### src/rtl/jsu_pkg.sv
// ---------------------------------------------------------------------------
// jsu_pkg: shared types and helpers for the JSON string unescaper
// Result codes, the decoded-job record passed from the parser to the output
// sequencer, and small decode and encode functions.
// ---------------------------------------------------------------------------
package jsu_pkg;

  // Result status codes.
  localparam logic [1:0] ST_DATA  = 2'd0;
  localparam logic [1:0] ST_CLOSE = 2'd1;
  localparam logic [1:0] ST_ERROR = 2'd2;

  // Error codes.
  localparam logic [3:0] ERR_NONE      = 4'd0;
  localparam logic [3:0] ERR_CTRL      = 4'd1;
  localparam logic [3:0] ERR_TRUNC_ESC = 4'd2;
  localparam logic [3:0] ERR_TRUNC_U   = 4'd3;
  localparam logic [3:0] ERR_BAD_U     = 4'd4;
  localparam logic [3:0] ERR_UNPAIRED  = 4'd5;
  localparam logic [3:0] ERR_BAD_LOW   = 4'd6;
  localparam logic [3:0] ERR_BAD_ESC   = 4'd7;
  localparam logic [3:0] ERR_UNTERM    = 4'd8;

  // One decoded job: one to four result beats. bytes[0] goes out first.
  typedef struct packed {
    logic [3:0][7:0] bytes;
    logic [1:0]      last_idx;
    logic [1:0]      status;
    logic [3:0]      err;
  } job_t;

  // Returns {invalid, value}; invalid is set when c is not a hex digit.
  function automatic logic [4:0] hex_nibble(input logic [7:0] c);
    logic [4:0] r;
    if (c inside {[8'h30:8'h39]}) begin
      r = {1'b0, c[3:0]};
    end else if (c inside {[8'h61:8'h66], [8'h41:8'h46]}) begin
      r = {1'b0, c[3:0] + 4'd9};
    end else begin
      r = 5'h10;
    end
    return r;
  endfunction

  function automatic job_t byte_job(input logic [7:0] c);
    job_t j;
    j          = '0;
    j.bytes[0] = c;
    j.status   = ST_DATA;
    j.err      = ERR_NONE;
    return j;
  endfunction

  function automatic job_t status_job(input logic [1:0] st, input logic [3:0] err);
    job_t j;
    j        = '0;
    j.status = st;
    j.err    = err;
    return j;
  endfunction

  // UTF-8 encoding of a code point up to 21 bits.
  function automatic job_t utf8_job(input logic [20:0] cp);
    job_t j;
    j        = '0;
    j.status = ST_DATA;
    j.err    = ERR_NONE;
    if (cp < 21'h80) begin
      j.bytes[0] = {1'b0, cp[6:0]};
      j.last_idx = 2'd0;
    end else if (cp < 21'h800) begin
      j.bytes[0] = {3'b110, cp[10:6]};
      j.bytes[1] = {2'b10, cp[5:0]};
      j.last_idx = 2'd1;
    end else if (cp < 21'h10000) begin
      j.bytes[0] = {4'b1110, cp[15:12]};
      j.bytes[1] = {2'b10, cp[11:6]};
      j.bytes[2] = {2'b10, cp[5:0]};
      j.last_idx = 2'd2;
    end else begin
      j.bytes[0] = {5'b11110, cp[20:18]};
      j.bytes[1] = {2'b10, cp[17:12]};
      j.bytes[2] = {2'b10, cp[11:6]};
      j.bytes[3] = {2'b10, cp[5:0]};
      j.last_idx = 2'd3;
    end
    return j;
  endfunction

endpackage

### src/rtl/jsu_front.sv
// ---------------------------------------------------------------------------
// jsu_front: input parser
// Accepts one input beat per cycle while the job queue has room, tracks the string and
// escape state, and turns every beat that causes results into one job for the output side.
// ---------------------------------------------------------------------------
module jsu_front (
  input  logic          clk_i,
  input  logic          rst_ni,
  input  logic          in_valid_i,
  output logic          in_ready_o,
  input  logic          func_i,
  input  logic [7:0]    in_byte_i,
  input  logic          q_full_i,
  output logic          push_o,
  output jsu_pkg::job_t job_o
);

  localparam logic [2:0] MODE_IDLE  = 3'd0;
  localparam logic [2:0] MODE_BODY  = 3'd1;
  localparam logic [2:0] MODE_ESC   = 3'd2;
  localparam logic [2:0] MODE_HEX   = 3'd3;
  localparam logic [2:0] MODE_PAIR  = 3'd4;
  localparam logic [2:0] MODE_DRAIN = 3'd5;

  logic [2:0]  mode_q, mode_d;
  logic [15:0] high_q, high_d;
  logic [15:0] low_q, low_d;
  logic [2:0]  cnt_q, cnt_d;
  logic        bad_digit_q, bad_digit_d;
  logic        bad_prefix_q, bad_prefix_d;

  logic        accept;
  logic        emit;
  logic [4:0]  nib;
  logic [3:0]  nib_val;
  logic [15:0] high_new;
  logic [15:0] low_new;
  logic        bad_any;
  logic [20:0] pair_cp;

  assign in_ready_o = !q_full_i;
  assign accept     = in_valid_i && !q_full_i;
  assign push_o     = accept && emit;

  assign nib      = jsu_pkg::hex_nibble(in_byte_i);
  assign nib_val  = nib[4] ? 4'd0 : nib[3:0];
  assign high_new = {high_q[11:0], nib_val};
  assign low_new  = {low_q[11:0], nib_val};
  assign bad_any  = bad_digit_q || nib[4];
  // Surrogate pair: 0x10000 + (high - 0xD800) << 10 + (low - 0xDC00).
  assign pair_cp  = 21'h10000 + {1'b0, high_q[9:0], low_new[9:0]};

  always_comb begin
    mode_d       = mode_q;
    high_d       = high_q;
    low_d        = low_q;
    cnt_d        = cnt_q;
    bad_digit_d  = bad_digit_q;
    bad_prefix_d = bad_prefix_q;
    emit         = 1'b0;
    job_o        = '0;

    if (func_i) begin
      case (mode_q)
        MODE_BODY: begin
          emit  = 1'b1;
          job_o = jsu_pkg::status_job(jsu_pkg::ST_ERROR, jsu_pkg::ERR_UNTERM);
        end
        MODE_ESC: begin
          emit  = 1'b1;
          job_o = jsu_pkg::status_job(jsu_pkg::ST_ERROR, jsu_pkg::ERR_TRUNC_ESC);
        end
        MODE_HEX: begin
          emit  = 1'b1;
          job_o = jsu_pkg::status_job(jsu_pkg::ST_ERROR, jsu_pkg::ERR_TRUNC_U);
        end
        MODE_PAIR: begin
          emit  = 1'b1;
          job_o = jsu_pkg::status_job(jsu_pkg::ST_ERROR, jsu_pkg::ERR_UNPAIRED);
        end
        default: begin
          emit = 1'b0;
        end
      endcase
      mode_d       = MODE_IDLE;
      high_d       = '0;
      low_d        = '0;
      cnt_d        = '0;
      bad_digit_d  = 1'b0;
      bad_prefix_d = 1'b0;
    end else begin
      case (mode_q)
        MODE_IDLE: begin
          mode_d = MODE_BODY;
        end
        MODE_BODY: begin
          emit = 1'b1;
          if (in_byte_i == 8'h22) begin
            job_o        = jsu_pkg::status_job(jsu_pkg::ST_CLOSE, jsu_pkg::ERR_NONE);
            mode_d       = MODE_IDLE;
            high_d       = '0;
            low_d        = '0;
            cnt_d        = '0;
            bad_digit_d  = 1'b0;
            bad_prefix_d = 1'b0;
          end else if (in_byte_i < 8'h20) begin
            job_o  = jsu_pkg::status_job(jsu_pkg::ST_ERROR, jsu_pkg::ERR_CTRL);
            mode_d = MODE_DRAIN;
          end else if (in_byte_i == 8'h5C) begin
            emit   = 1'b0;
            mode_d = MODE_ESC;
          end else begin
            job_o = jsu_pkg::byte_job(in_byte_i);
          end
        end
        MODE_ESC: begin
          mode_d = MODE_BODY;
          emit   = 1'b1;
          case (in_byte_i)
            8'h22, 8'h5C, 8'h2F: job_o = jsu_pkg::byte_job(in_byte_i);
            8'h62:               job_o = jsu_pkg::byte_job(8'h08);
            8'h66:               job_o = jsu_pkg::byte_job(8'h0C);
            8'h6E:               job_o = jsu_pkg::byte_job(8'h0A);
            8'h72:               job_o = jsu_pkg::byte_job(8'h0D);
            8'h74:               job_o = jsu_pkg::byte_job(8'h09);
            8'h75: begin
              emit        = 1'b0;
              mode_d      = MODE_HEX;
              high_d      = '0;
              cnt_d       = '0;
              bad_digit_d = 1'b0;
            end
            default: begin
              job_o  = jsu_pkg::status_job(jsu_pkg::ST_ERROR, jsu_pkg::ERR_BAD_ESC);
              mode_d = MODE_DRAIN;
            end
          endcase
        end
        MODE_HEX: begin
          high_d      = high_new;
          cnt_d       = cnt_q + 3'd1;
          bad_digit_d = bad_any;
          if (cnt_q == 3'd3) begin
            if (bad_any) begin
              emit   = 1'b1;
              job_o  = jsu_pkg::status_job(jsu_pkg::ST_ERROR, jsu_pkg::ERR_BAD_U);
              mode_d = MODE_DRAIN;
            end else if (high_new inside {[16'hD800:16'hDBFF]}) begin
              mode_d       = MODE_PAIR;
              low_d        = '0;
              cnt_d        = '0;
              bad_digit_d  = 1'b0;
              bad_prefix_d = 1'b0;
            end else if (high_new inside {[16'hDC00:16'hDFFF]}) begin
              emit   = 1'b1;
              job_o  = jsu_pkg::status_job(jsu_pkg::ST_ERROR, jsu_pkg::ERR_UNPAIRED);
              mode_d = MODE_DRAIN;
            end else begin
              emit   = 1'b1;
              job_o  = jsu_pkg::utf8_job({5'd0, high_new});
              mode_d = MODE_BODY;
              cnt_d  = '0;
            end
          end
        end
        MODE_PAIR: begin
          cnt_d = cnt_q + 3'd1;
          if (cnt_q == 3'd0) begin
            bad_prefix_d = bad_prefix_q || (in_byte_i != 8'h5C);
          end else if (cnt_q == 3'd1) begin
            bad_prefix_d = bad_prefix_q || (in_byte_i != 8'h75);
          end else begin
            low_d       = low_new;
            bad_digit_d = bad_any;
          end
          if (cnt_q == 3'd5) begin
            emit   = 1'b1;
            mode_d = MODE_DRAIN;
            if (bad_prefix_q) begin
              job_o = jsu_pkg::status_job(jsu_pkg::ST_ERROR, jsu_pkg::ERR_UNPAIRED);
            end else if (bad_any) begin
              job_o = jsu_pkg::status_job(jsu_pkg::ST_ERROR, jsu_pkg::ERR_BAD_LOW);
            end else if (!(low_new inside {[16'hDC00:16'hDFFF]})) begin
              job_o = jsu_pkg::status_job(jsu_pkg::ST_ERROR, jsu_pkg::ERR_UNPAIRED);
            end else begin
              job_o  = jsu_pkg::utf8_job(pair_cp);
              mode_d = MODE_BODY;
              cnt_d  = '0;
            end
          end
        end
        default: begin
          mode_d = MODE_DRAIN;
        end
      endcase
    end
  end

  always_ff @(posedge clk_i or negedge rst_ni) begin
    if (!rst_ni) begin
      mode_q       <= MODE_IDLE;
      high_q       <= '0;
      low_q        <= '0;
      cnt_q        <= '0;
      bad_digit_q  <= 1'b0;
      bad_prefix_q <= 1'b0;
    end else if (accept) begin
      mode_q       <= mode_d;
      high_q       <= high_d;
      low_q        <= low_d;
      cnt_q        <= cnt_d;
      bad_digit_q  <= bad_digit_d;
      bad_prefix_q <= bad_prefix_d;
    end
  end

endmodule

### src/rtl/jsu_queue.sv
// ---------------------------------------------------------------------------
// jsu_queue: two-entry job queue
// Decouples the parser from the output sequencer; push and pop may happen
// in the same cycle.
// ---------------------------------------------------------------------------
module jsu_queue (
  input  logic          clk_i,
  input  logic          rst_ni,
  input  logic          push_i,
  input  jsu_pkg::job_t push_job_i,
  output logic          full_o,
  input  logic          pop_i,
  output logic          valid_o,
  output jsu_pkg::job_t head_o
);

  jsu_pkg::job_t mem_q [2];
  logic          wr_ptr_q;
  logic          rd_ptr_q;
  logic [1:0]    count_q;
  logic          do_pop;

  assign full_o  = (count_q == 2'd2);
  assign valid_o = (count_q != 2'd0);
  assign head_o  = mem_q[rd_ptr_q];
  assign do_pop  = pop_i && valid_o;

  always_ff @(posedge clk_i) begin
    if (push_i) begin
      mem_q[wr_ptr_q] <= push_job_i;
    end
  end

  always_ff @(posedge clk_i or negedge rst_ni) begin
    if (!rst_ni) begin
      wr_ptr_q <= 1'b0;
      rd_ptr_q <= 1'b0;
      count_q  <= 2'd0;
    end else begin
      if (push_i) begin
        wr_ptr_q <= !wr_ptr_q;
      end
      if (do_pop) begin
        rd_ptr_q <= !rd_ptr_q;
      end
      if (push_i && !do_pop) begin
        count_q <= count_q + 2'd1;
      end else if (!push_i && do_pop) begin
        count_q <= count_q - 2'd1;
      end
    end
  end

endmodule

### src/rtl/jsu_back.sv
// ---------------------------------------------------------------------------
// jsu_back: output sequencer
// Walks the head job one byte per beat into a registered output stage and
// marks the job's final beat.
// ---------------------------------------------------------------------------
module jsu_back (
  input  logic          clk_i,
  input  logic          rst_ni,
  input  logic          q_valid_i,
  input  jsu_pkg::job_t head_i,
  output logic          pop_o,
  output logic          out_valid_o,
  input  logic          out_ready_i,
  output logic [7:0]    out_byte_o,
  output logic [1:0]    status_o,
  output logic [3:0]    error_code_o,
  output logic          last_o
);

  logic       valid_q;
  logic [1:0] idx_q;
  logic [7:0] byte_q;
  logic [1:0] status_q;
  logic [3:0] err_q;
  logic       last_q;
  logic       load;
  logic       take;
  logic       is_last;

  assign load    = !valid_q || out_ready_i;
  assign take    = load && q_valid_i;
  assign is_last = (idx_q == head_i.last_idx);
  assign pop_o   = take && is_last;

  assign out_valid_o  = valid_q;
  assign out_byte_o   = byte_q;
  assign status_o     = status_q;
  assign error_code_o = err_q;
  assign last_o       = last_q;

  always_ff @(posedge clk_i or negedge rst_ni) begin
    if (!rst_ni) begin
      valid_q <= 1'b0;
      idx_q   <= 2'd0;
    end else if (load) begin
      valid_q <= q_valid_i;
      if (take) begin
        idx_q <= is_last ? 2'd0 : idx_q + 2'd1;
      end
    end
  end

  always_ff @(posedge clk_i) begin
    if (take) begin
      byte_q   <= head_i.bytes[idx_q];
      status_q <= head_i.status;
      err_q    <= head_i.err;
      last_q   <= is_last;
    end
  end

endmodule

### src/rtl/json_string_unescape_utf8.sv
// ---------------------------------------------------------------------------
// json_string_unescape_utf8: JSON string literal unescaper with UTF-8 output
// Decodes a quoted JSON string arriving one byte per beat into UTF-8 bytes,
// a close marker, or a numbered error.
// ---------------------------------------------------------------------------
// The block takes one input beat per clock cycle whenever its two-entry job
// queue has room. The first data byte after reset, after a closing quote or
// after an end-of-input beat is the opening quote and is not checked. Plain
// bytes and short escapes give one result beat; a \uXXXX escape (with a
// following low surrogate joined into one code point) gives one to four
// UTF-8 beats, and the output carries one beat per cycle while m_axis_tready
// is high, so a long UTF-8 sequence can hold the input back once the queue
// has filled. A closing quote gives a status-1 beat, and a bad byte or an
// early end of input gives a status-2 beat with its error code; after an
// error, data beats are dropped until an end-of-input beat. The tlast flag
// marks the final result beat caused by one input beat. Between input and
// output, the parser writes each result's job into the job queue, and the
// output sequencer then moves it into the output register.
// Input and output stall independently; the output register accepts a new
// beat in the same cycle the previous one is taken.
// ---------------------------------------------------------------------------
module json_string_unescape_utf8 (
  input  logic        clk_i,
  input  logic        rst_ni,
  // Input stream.
  input  logic        s_axis_tvalid,
  output logic        s_axis_tready,
  input  logic [7:0]  s_axis_tdata,   // [7:0] in_byte
  input  logic        s_axis_tuser,   // [0] func: 0 data byte, 1 end of input
  // Result stream.
  output logic        m_axis_tvalid,
  input  logic        m_axis_tready,
  output logic [15:0] m_axis_tdata,   // [7:0] out_byte, [11:8] error_code, [15:12] zero
  output logic [1:0]  m_axis_tuser,   // [1:0] status
  output logic        m_axis_tlast    // last_of_run
);

  logic          push;
  logic          q_full;
  logic          q_valid;
  logic          pop;
  jsu_pkg::job_t push_job;
  jsu_pkg::job_t head_job;
  logic [7:0]    out_byte;
  logic [3:0]    error_code;

  // The parser classifies each beat and produces at most one job per beat.
  jsu_front u_front (
    .clk_i      (clk_i),
    .rst_ni     (rst_ni),
    .in_valid_i (s_axis_tvalid),
    .in_ready_o (s_axis_tready),
    .func_i     (s_axis_tuser),
    .in_byte_i  (s_axis_tdata),
    .q_full_i   (q_full),
    .push_o     (push),
    .job_o      (push_job)
  );

  // The queue lets the parser run ahead while a multi-byte job drains.
  jsu_queue u_queue (
    .clk_i      (clk_i),
    .rst_ni     (rst_ni),
    .push_i     (push),
    .push_job_i (push_job),
    .full_o     (q_full),
    .pop_i      (pop),
    .valid_o    (q_valid),
    .head_o     (head_job)
  );

  // The sequencer splits each job into result beats.
  jsu_back u_back (
    .clk_i        (clk_i),
    .rst_ni       (rst_ni),
    .q_valid_i    (q_valid),
    .head_i       (head_job),
    .pop_o        (pop),
    .out_valid_o  (m_axis_tvalid),
    .out_ready_i  (m_axis_tready),
    .out_byte_o   (out_byte),
    .status_o     (m_axis_tuser),
    .error_code_o (error_code),
    .last_o       (m_axis_tlast)
  );

  assign m_axis_tdata = {4'd0, error_code, out_byte};

endmodule
### config.mk
export PLATFORM = sky130hd
export DESIGN_NAME = json_string_unescape_utf8
export DESIGN_NICKNAME = d
export VERILOG_FILES = /design/src/rtl/jsu_pkg.sv /design/src/rtl/jsu_front.sv /design/src/rtl/jsu_queue.sv /design/src/rtl/jsu_back.sv /design/src/rtl/json_string_unescape_utf8.sv
export SDC_FILE = /design/constraint.sdc
export NUM_CORES = 1
export LEC_CHECK = 0
export ABC_AREA = 1
export BUFFER_PORTS_ARGS = -buffer_cell sky130_fd_sc_hd__buf_2
export CELL_PAD_IN_SITES_DETAIL_PLACEMENT = 0
export CELL_PAD_IN_SITES_GLOBAL_PLACEMENT = 1
export CORE_MARGIN = 4
export CORE_UTILIZATION = 35
export DETAILED_ROUTE_END_ITERATION = 6
export PLACE_DENSITY = 0.61
export RECOVER_POWER = 50
export SYNTH_ARGS = -nofsm -noshare
export SYNTH_HDL_FRONTEND = slang
export SYNTH_SLANG_ARGS = --single-unit
### constraint.sdc
create_clock -name clk_i -period 4.65 [get_ports clk_i]
set_input_delay 0.465 -clock clk_i [delete_from_list [all_inputs] [get_ports clk_i]]
set_output_delay 0.465 -clock clk_i [all_outputs]
set_load 0.005 [all_outputs]
==> reports/results.ini, run 1 <==
[status]
outcome = finished with violations
violations = max-capacitance violations, max-slew violations

[setup_path]
critical_path_arrival_ns = 3.58
worst-endpoint-required_ns = 4.87
cp_max_fo = 8
criticalPathCategory = primary input to flop
critPathCaptureType = flop
start_kind = primary input

[job]
maxCapViolCount = 1

[timing]
max_freq_mhz = 298
min_period_ns = 3.36
hold_violations = 0
finalSetupTns_ns = 0
finalMaxSlewViolations = 40
fin_crit_sh = 0.722
finalSetupViolCount = 0
rsz0062_at_grt = no
skew_ns = 0.0161
slew-limit-headroom = -0.721
worstMarginPinSlew_ns = 2.58

[yosys]
avgSynthCellArea_um2 = 8.61
synthCells = 812
synth_cell_types = 52
synth_ff_type = edfxtp_1
synth_xor_area_frac = 0.0111
synth.area.top_cells = edfxtp_1 (37%), dfrtp_1 (14%), nand2_1 (7.7%)
async_reset_ff_frac = 0.310
synth_warnings = 0
seq_area_frac_synth = 0.513
synth_top_area_share = 0.374
yosys.area.top_type = edfxtp_1
synth_fa_ha_area_frac = 0.0215
netlist_area_mm2 = 0.00699
synth_edf_count = 87
synth_top_family_by_area = simple AND/OR/NAND/NOR gates
ys_ff_latch = 126
synth_mux_area_frac = 0.00143
synthSimpleGateAreaFrac = 0.244
synth_compound_area_frac = 0.140

[floorplan]
fp.dieArea_mm2 = 0.0223
dieWidth_um = 149
ioPinCount = 34
start_util = 0.358
rows = 51
dieHeight_um = 149
core_mm2 = 0.0195

[power_and_ir_drop]
cellInternalPower_mw = 2.70
ir_drop_mv = 0.258
power_density_mw_per_mm2 = 529
swShare = 0.355
seq_power_share = 0.387
switchingPower_mw = 1.49
p_clk_frac = 0.324
power_mw = 4.18
cellLeakagePower_nw = 3.14
power_frac_comb = 0.289

[routing]
drc = 0
wl_um = 20100
wl_per_cell_um = 18.0
drt-vias-per-instance = 5.24
firstDrtPassIters = 5
via_count = 5865
drtIter0Drc = 426
postRouteAntennaNets = 0

[cts]
cts_setup_buffers = 0
clk_pin_slew_ns = 0.06
cts_hold_buf = 0
cts.sinks = 126
htree_levels = 4
cts_buffer_depth = 2
cts_tree = yes
clock_latency_ns = 0.43
cts_root_buffer = clkbuf_16
numCtsBuffers = 17
ctsResizeCount = 0

[cells_and_area]
final_cells = 1120
final_cell_mix = nand2_1 (148), nor2_1 (128), edfxtp_1 (87), inv_1 (77), o21ai_0 (59)
layout_commonest_cell = nand2_1
synthToLayoutAreaGrowth_pct = 13.2
drive_gt1_frac = 0.0947
num-fill-cells = 2035
multi_input_area_mm2 = 0.00289
nets = 867
diodes = 0
seqCellArea_mm2 = 0.00359

[global_route]
track_usage = 0.189
grt_max_degree = 40
antenna_found_initial = 0
grt_pass1_wl_um = 32500
grt_pass1_vias = 5970
overflow = 0

[place]
place_congestion = 0.902
portBuffers = 29
dp_hpwl_um = 14600
place_inst = 1088

[worst_hold_path]
hold_path.class = primary input to flop

-- synth_stat cells (8+ instances only) --
cell      instances
a21oi_1          37
a31oi_1          15
clkbuf_1         13
dfrtp_1          39
edfxtp_1         87
ha_1             12
inv_1            77
inv_2             8
nand2_1         143
nand3_1          50
nand4_1          14
nor2_1          124
nor2_2            8
nor3_1            8
o21ai_0          51
o21ai_1          18
o22ai_1          28
-- per-stage QoR --
stage           util  hold WS, ns  instance area, um^2  setup WS [ns]
4_1_cts        0.409        0.242                 7990           1.70
3_5_place_dp   0.379        0.484                 7390           1.44
2_1_floorplan      -        0.169                 7000          0.980
3_3_place_gp   0.379        0.468                 7390           1.49
6_report       0.405        0.244                 7920           1.29
5_1_grt        0.405        0.253                 7920           1.02
-- worst max-delay path, cell delays in order --
cell and delay, ns:
clkbuf_1 0.27, inv_1 0.17, ha_1 0.27, nand3_1 0.16
nand3_1 0.10, nand2_1 0.10, nand2_1 0.18, nor3_1 0.65
nand2_2 0.12, nor2_1 0.39, nand3_1 0.38, nor2_1 0.32
-- final cells by class --
| class | count | area share |
|---|---|---|
| clock buffer | 18 | 0.0542 |
| clock inverter | 14 | 0.0210 |
| inverter | 89 | 0.0422 |
| multi-input combinational | 573 | 0.365 |
| sequential | 126 | 0.453 |
| tap | 265 | 0.0419 |
| timing repair buffer | 35 | 0.0218 |
-- state kept, by name (all words and copies together) (netlist names), 2 cells and up --
name and flops:
u_back.out_byte_o 8, u_front.cnt_q 3, u_front.low_q 12, u_queue.count_q 2, u_back.status_o 2, u_back.idx_q 2, u_queue.mem_q 72, u_front.mode_q 3
u_front.high_q 12, u_back.error_code_o 4
-- layer usage --
layer	routed length, um	up-vias	global-route usage
li1	-	2849	-
met2	9540	169	0.311
met4	450	0	0.0595
met5	0	-	0
met3	984	35	0.0407
met1	9160	2812	0.251
-- power by group through the flow --
stage | logic (mW) | registers, mW | clock network [mW]
finish | 1.21 | 1.62 | 1.35
global route | 1.39 | 1.65 | 1.44
CTS | 1.26 | 1.62 | 1.38
detailed placement | 1.25 | 1.65 | 0
global placement | 1.25 | 1.64 | 0
floorplan | 0.875 | 1.61 | 0
-- kinds of logic (layout without fill, tap and decap cells) --
group                      Yosys count  after routing
AOI/OAI and AO/OA                  171            171
DFF                                126            126
muxes                                1              1
and+or+nand+nor                    377            377
other                                1              4
adders and majority gates           12             12
buffers and inverters              116            156
xor gates and xnor gates             8              8
-- final timing paths --
kind | slack, ns | endpoint | start | cells after the start
min reg2reg | 0.49 | u_queue.count_q[0] | u_queue.count_q[0] | 1
min | 0.24 | u_back.out_valid_o | m_axis_tready | 2
max reg2reg | 1.53 | u_queue.mem_q[0][35] | u_front.low_q[7] | 8
max in group asynchronous | 2.33 | u_queue.wr_ptr_q | rst_ni | 1
max | 1.29 | u_queue.mem_q[0][35] | s_axis_tdata[0] | 12
min in group asynchronous | 0.84 | u_back.out_valid_o | rst_ni | 1
No activity file was read; power rests on OpenSTA's default activity.
==> inputs of run 2 (changes only) <==
Clock period 4.65 ns to 3.2 ns, I/O delays scaled along.
==> run 2 against run 1 <==
Against the previous run:
- the run still ends with max-capacitance violations, max-slew violations left
- hold slack worse by 0.14 ns
- register-to-register slack got worse by 1.2 ns
- highest routed layer unchanged
- critical endpoint is now u_front.high_q[8]
- non-clock buffer count increased by 15
- utilization up 0.90 points
- first-iteration DRC count grew 7.5%
- via count rose by 0.46%
- sequential share of layout area down 0.98 points
- power increased by 48%
- global-route usage is 0.23 points higher
==> reports/results.ini, run 2 (synthesis gave the netlist of run 1 again) <==
[routing]
drtIter0Drc = 458
firstDrtPassIters = 5
drt-vias-per-instance = 5.19
postRouteAntennaNets = 0
wl_um = 20400
drc = 0
via_count = 5892
wl_per_cell_um = 17.9

[cts]
ctsResizeCount = 0
cts_root_buffer = clkbuf_16
numCtsBuffers = 17
htree_levels = 4
cts_hold_buf = 0
cts_buffer_depth = 2
cts.sinks = 126
clock_latency_ns = 0.42
cts_tree = yes
clk_pin_slew_ns = 0.07
cts_setup_buffers = 0

[global_route]
grt_pass1_wl_um = 33200
overflow = 0
track_usage = 0.192
grt_pass1_vias = 5890
antenna_found_initial = 0
grt_max_degree = 40

[floorplan]
ioPinCount = 34
dieWidth_um = 149
fp.dieArea_mm2 = 0.0223
start_util = 0.358
rows = 51
dieHeight_um = 149
core_mm2 = 0.0195

[timing]
min_period_ns = 2.87
max_freq_mhz = 348
finalSetupViolCount = 0
hold_violations = 0
rsz0062_at_grt = no
finalMaxSlewViolations = 40
finalSetupTns_ns = 0
skew_ns = 0.0204
fin_crit_sh = 0.898
worstMarginPinSlew_ns = 2.52
slew-limit-headroom = -0.681

[worst_hold_path]
hold_path.class = primary input to flop

[cells_and_area]
nets = 882
num-fill-cells = 2003
regMostFlops = u_queue.mem_q
layout_commonest_cell = nand2_1
multi_input_area_mm2 = 0.00292
final_cells = 1135
final_cell_area_mm2 = 0.00809
reg.largest.list = u_queue.mem_q: 72 flops, u_front.high_q: 12 flops, u_front.low_q: 12 flops
diodes = 0
drive_gt1_frac = 0.117
largest_register_ffs = 72
synthToLayoutAreaGrowth_pct = 15.7
seqCellArea_mm2 = 0.00359
final_cell_mix = nand2_1 (143), nor2_1 (126), edfxtp_1 (87), inv_1 (77), o21ai_0 (60)

[job]
maxCapViolCount = 1

[place]
portBuffers = 29
place_inst = 1103
place_area_mm2 = 0.00753
dp_hpwl_um = 15100
place_congestion = 0.842

[setup_path]
criticalPathCategory = flop to flop
worst-endpoint-required_ns = 3.51
crit_start = u_front.mode_q[0]
critPathCaptureType = flop
cp_max_fo = 13
r2r-end = u_front.high_q[8]
critical_path_arrival_ns = 3.18
rr_worst_depth = 9
r2r_start = u_front.mode_q[0]
cp-endpoint = u_front.high_q[8]
r2r_setup_slack_ns = 0.33
start_kind = flop

[status]
violations = max-capacitance violations, max-slew violations
outcome = finished with violations

[power_and_ir_drop]
cellLeakagePower_nw = 3.22
ir_drop_mv = 0.365
power_density_mw_per_mm2 = 764

-- run 2: cell types whose count changed in the layout (fill, tap and decap cells not counted), sizes merged --
cell,delta
clkinv,-1
buf,+15
clkinvlp,-1
inv,+3
clkbuf,-1
-- run 2: metrics by stage --
step,utilization,setup slack (ns),power [mW],hold WS [ns]
after floorplan,-,0.269,3.61,0.0244
after global placement,0.386,0.200,4.29,0.460
after detailed placement,0.386,0.118,4.30,0.467
after CTS,0.417,0.392,6.30,0.0883
after global routing,0.414,0.100,6.61,0.127
final,0.414,0.328,6.18,0.106
-- run 2: power by group --
part	internal [mW]	total, mW	switching [mW]
registers	2.18	2.32	0.134
clock network	1.24	1.98	0.742
logic	0.576	1.88	1.31
total	4.00	6.18	2.18
-- run 2: per-layer routing --
metal,vias to the layer above,routed length [um],track usage
li1,2892,-,-
met1,2832,9560,0.261
met2,134,9630,0.310
met3,34,723,0.0356
met4,0,448,0.0632
met5,-,0,0
-- run 2: area by class of cell --
class | instances | area share
clock inverter | 15 | 0.0227
sequential | 126 | 0.444
clock buffer | 17 | 0.0526
inverter | 89 | 0.0413
tap | 265 | 0.0410
timing repair buffer | 50 | 0.0384
multi-input combinational | 573 | 0.361
-- run 2: worst min-delay path by stage --
stage	start	to	slack, ns	cells past startpoint
6_report	m_axis_tready	u_back.out_valid_o	0.11	2
5_1_grt	m_axis_tready	u_back.out_valid_o	0.13	2
4_1_cts	m_axis_tready	u_back.out_valid_o	0.09	2
3_5_place_dp	u_queue.count_q[0]	u_queue.count_q[0]	0.47	1
3_3_place_gp	u_queue.count_q[0]	u_queue.count_q[0]	0.46	1
2_1_floorplan	rst_ni	u_back.idx_q[0]	0.02	0
-- run 2: worst max-delay path, cell delays in order (launching register included) --
cell and delay [ns]:
dfrtp_1 0.42, nand2_1 0.13, nor2_1 0.13, inv_1 0.22
nor2_1 0.14, a21oi_1 0.23, nand2_1 0.10, a31oi_2 0.61
nand2_1 0.50, o22ai_1 0.27
==> inputs of run 3 (changes only) <==
Settings changed: CORE_UTILIZATION 35 to 30, PLACE_DENSITY 0.61 to 0.54.
==> run 3 against run 2 <==
Against the previous run:
- the run still ends with max-capacitance violations, max-slew violations left
- combinational power about the same
- power down 0.17%
- critical endpoint is now u_queue.mem_q[1][9]
- cell count up 4.1%
- hold slack worse by 0.021 ns
- global-route usage down 2.3 points
- die area up 16%
- critical path type unchanged
==> reports/results.ini, run 3 (synthesis gave the netlist of run 1 again) <==
[status]
outcome = finished with violations
violations = max-capacitance violations, max-slew violations

[power_and_ir_drop]
switchingPower_mw = 2.26
seq_power_share = 0.380
cellInternalPower_mw = 3.91
swShare = 0.366
power_mw = 6.17
power_frac_comb = 0.303
cellLeakagePower_nw = 3.20
power_density_mw_per_mm2 = 761
ir_drop_mv = 0.303
p_clk_frac = 0.316

[setup_path]
cp_slowest_cell = dfrtp_1
criticalPathCategory = flop to flop
cpMostUsedCell = nand2_4
start_kind = flop
worst_path_largest_cell_delay_ns = 0.50
critical_path_arrival_ns = 3.05
r2r_setup_slack_ns = 0.31
crit_chain = inv_1 -> ha_1 -> nor2_1 -> nand2_2 -> nor2_4 -> nand2_4 -> nor2_8 -> nand2_4 -> o21ai_0 -> nand3_1 -> a31oi_1
worst-endpoint-required_ns = 3.36
critPathCaptureType = flop
cp_max_fo = 9

[global_route]
use_met2 = 0.272
grt.met1_usage = 0.232
grt_pass1_vias = 5947
grt_max_degree = 40
antenna_found_initial = 0
track_usage = 0.169
top_usage_layer = met2
grt_use_met3 = 0.0300
grt_pass1_wl_um = 34000
overflow = 0

[timing]
hold_violations = 0
worst_slack_ns = 0.314
finalMaxSlewViolations = 76
whs_ns = 0.0854
fin_crit_sh = 0.902
finalSetupViolCount = 0
finalSetupTns_ns = 0
rsz0062_at_grt = no
slew-limit-headroom = -0.688
skew_ns = 0.0185
worstMarginPinSlew_ns = 2.53
max_freq_mhz = 346
min_period_ns = 2.89

[place]
dp_hpwl_um = 15800
pre_cts_ws_ns = 0.215
portBuffers = 29
place_congestion = 0.881
place_inst = 1150

[floorplan]
start_util = 0.307
rows = 55
fp.dieArea_mm2 = 0.0258
dieWidth_um = 161
ioPinCount = 34
dieHeight_um = 161
core_mm2 = 0.0228

[routing]
wl_per_cell_um = 18.1
postRouteAntennaNets = 0
wl_um = 21400
firstDrtPassIters = 5
via_count = 5923
drt-vias-per-instance = 5.01
drc = 0
drtIter0Drc = 437

[cts]
clock_latency_ns = 0.43
cts_tree = yes
cts_hold_buf = 0
cts_root_buffer = clkbuf_16
cts_setup_buffers = 0
clk_pin_slew_ns = 0.06
htree_levels = 4
cts_buffer_depth = 2
cts.sinks = 126
numCtsBuffers = 17
ctsResizeCount = 0

[cells_and_area]
layout_commonest_cell = nand2_1
synthToLayoutAreaGrowth_pct = 16.0
final_cell_mix = nand2_1 (144), nor2_1 (127), edfxtp_1 (87), inv_1 (77), o21ai_0 (52)
largest_register_ffs = 72
reg.largest.list = u_queue.mem_q: 72 flops, u_front.high_q: 12 flops, u_front.low_q: 12 flops
regMostFlops = u_queue.mem_q
final_cells = 1182
drive_gt1_frac = 0.117
nets = 881
diodes = 0

[job]
maxCapViolCount = 2

[worst_hold_path]
hold_path.class = primary input to flop

run 3: path summary, 6_finish.rpt:
kind,cells after the start,end,from
setup / recovery,11,u_queue.mem_q[1][9],u_front.high_q[6]
hold / removal,2,u_back.out_valid_o,m_axis_tready
setup reg to reg,11,u_queue.mem_q[1][9],u_front.high_q[6]
hold reg to reg,1,u_queue.count_q[0],u_queue.count_q[0]
max in group asynchronous,1,u_front.mode_q[2],rst_ni
min in group asynchronous,1,u_front.high_q[0],rst_ni
run 3: power by group through the flow:
stage / combinational (mW) / sequential, mW / clock [mW]
after floorplan: 1.27 / 2.33 / 0
after global placement: 1.95 / 2.38 / 0
after detailed placement: 1.95 / 2.39 / 0
after CTS: 1.95 / 2.35 / 2.00
after global routing: 2.14 / 2.38 / 2.08
final: 1.87 / 2.35 / 1.95
run 3: stage by stage:
stage,area [um^2],utilization
after floorplan,7010,-
after global placement,7590,0.333
after detailed placement,7590,0.333
after CTS,8180,0.359
after global routing,8110,0.356
final,8110,0.356
run 3: critical path, delay by kind of cell, from the launching register on:
family | cells | cell delay, ns
AOI/OAI and AO/OA | 2 | 0.63
adders and majority gates | 1 | 0.37
buffers and inverters | 1 | 0.21
DFF | 1 | 0.50
and+or+nand+nor | 7 | 0.87
run 3: layer usage:
metal	part of all wire	wire [um]
met1	0.47	10100
met2	0.47	10100
met3	0.042	897
met4	0.015	324
met5	0	0
run 3: cell type report:
cell class | count | area, um^2
Clock buffer | 17 | 425
Clock inverter | 15 | 163
Fill cell | 2385 | 14700
Inverter | 89 | 334
Multi-Input combinational cell | 573 | 2920
Sequential cell | 126 | 3590
Tap cell | 313 | 392
Timing Repair Buffer | 49 | 283
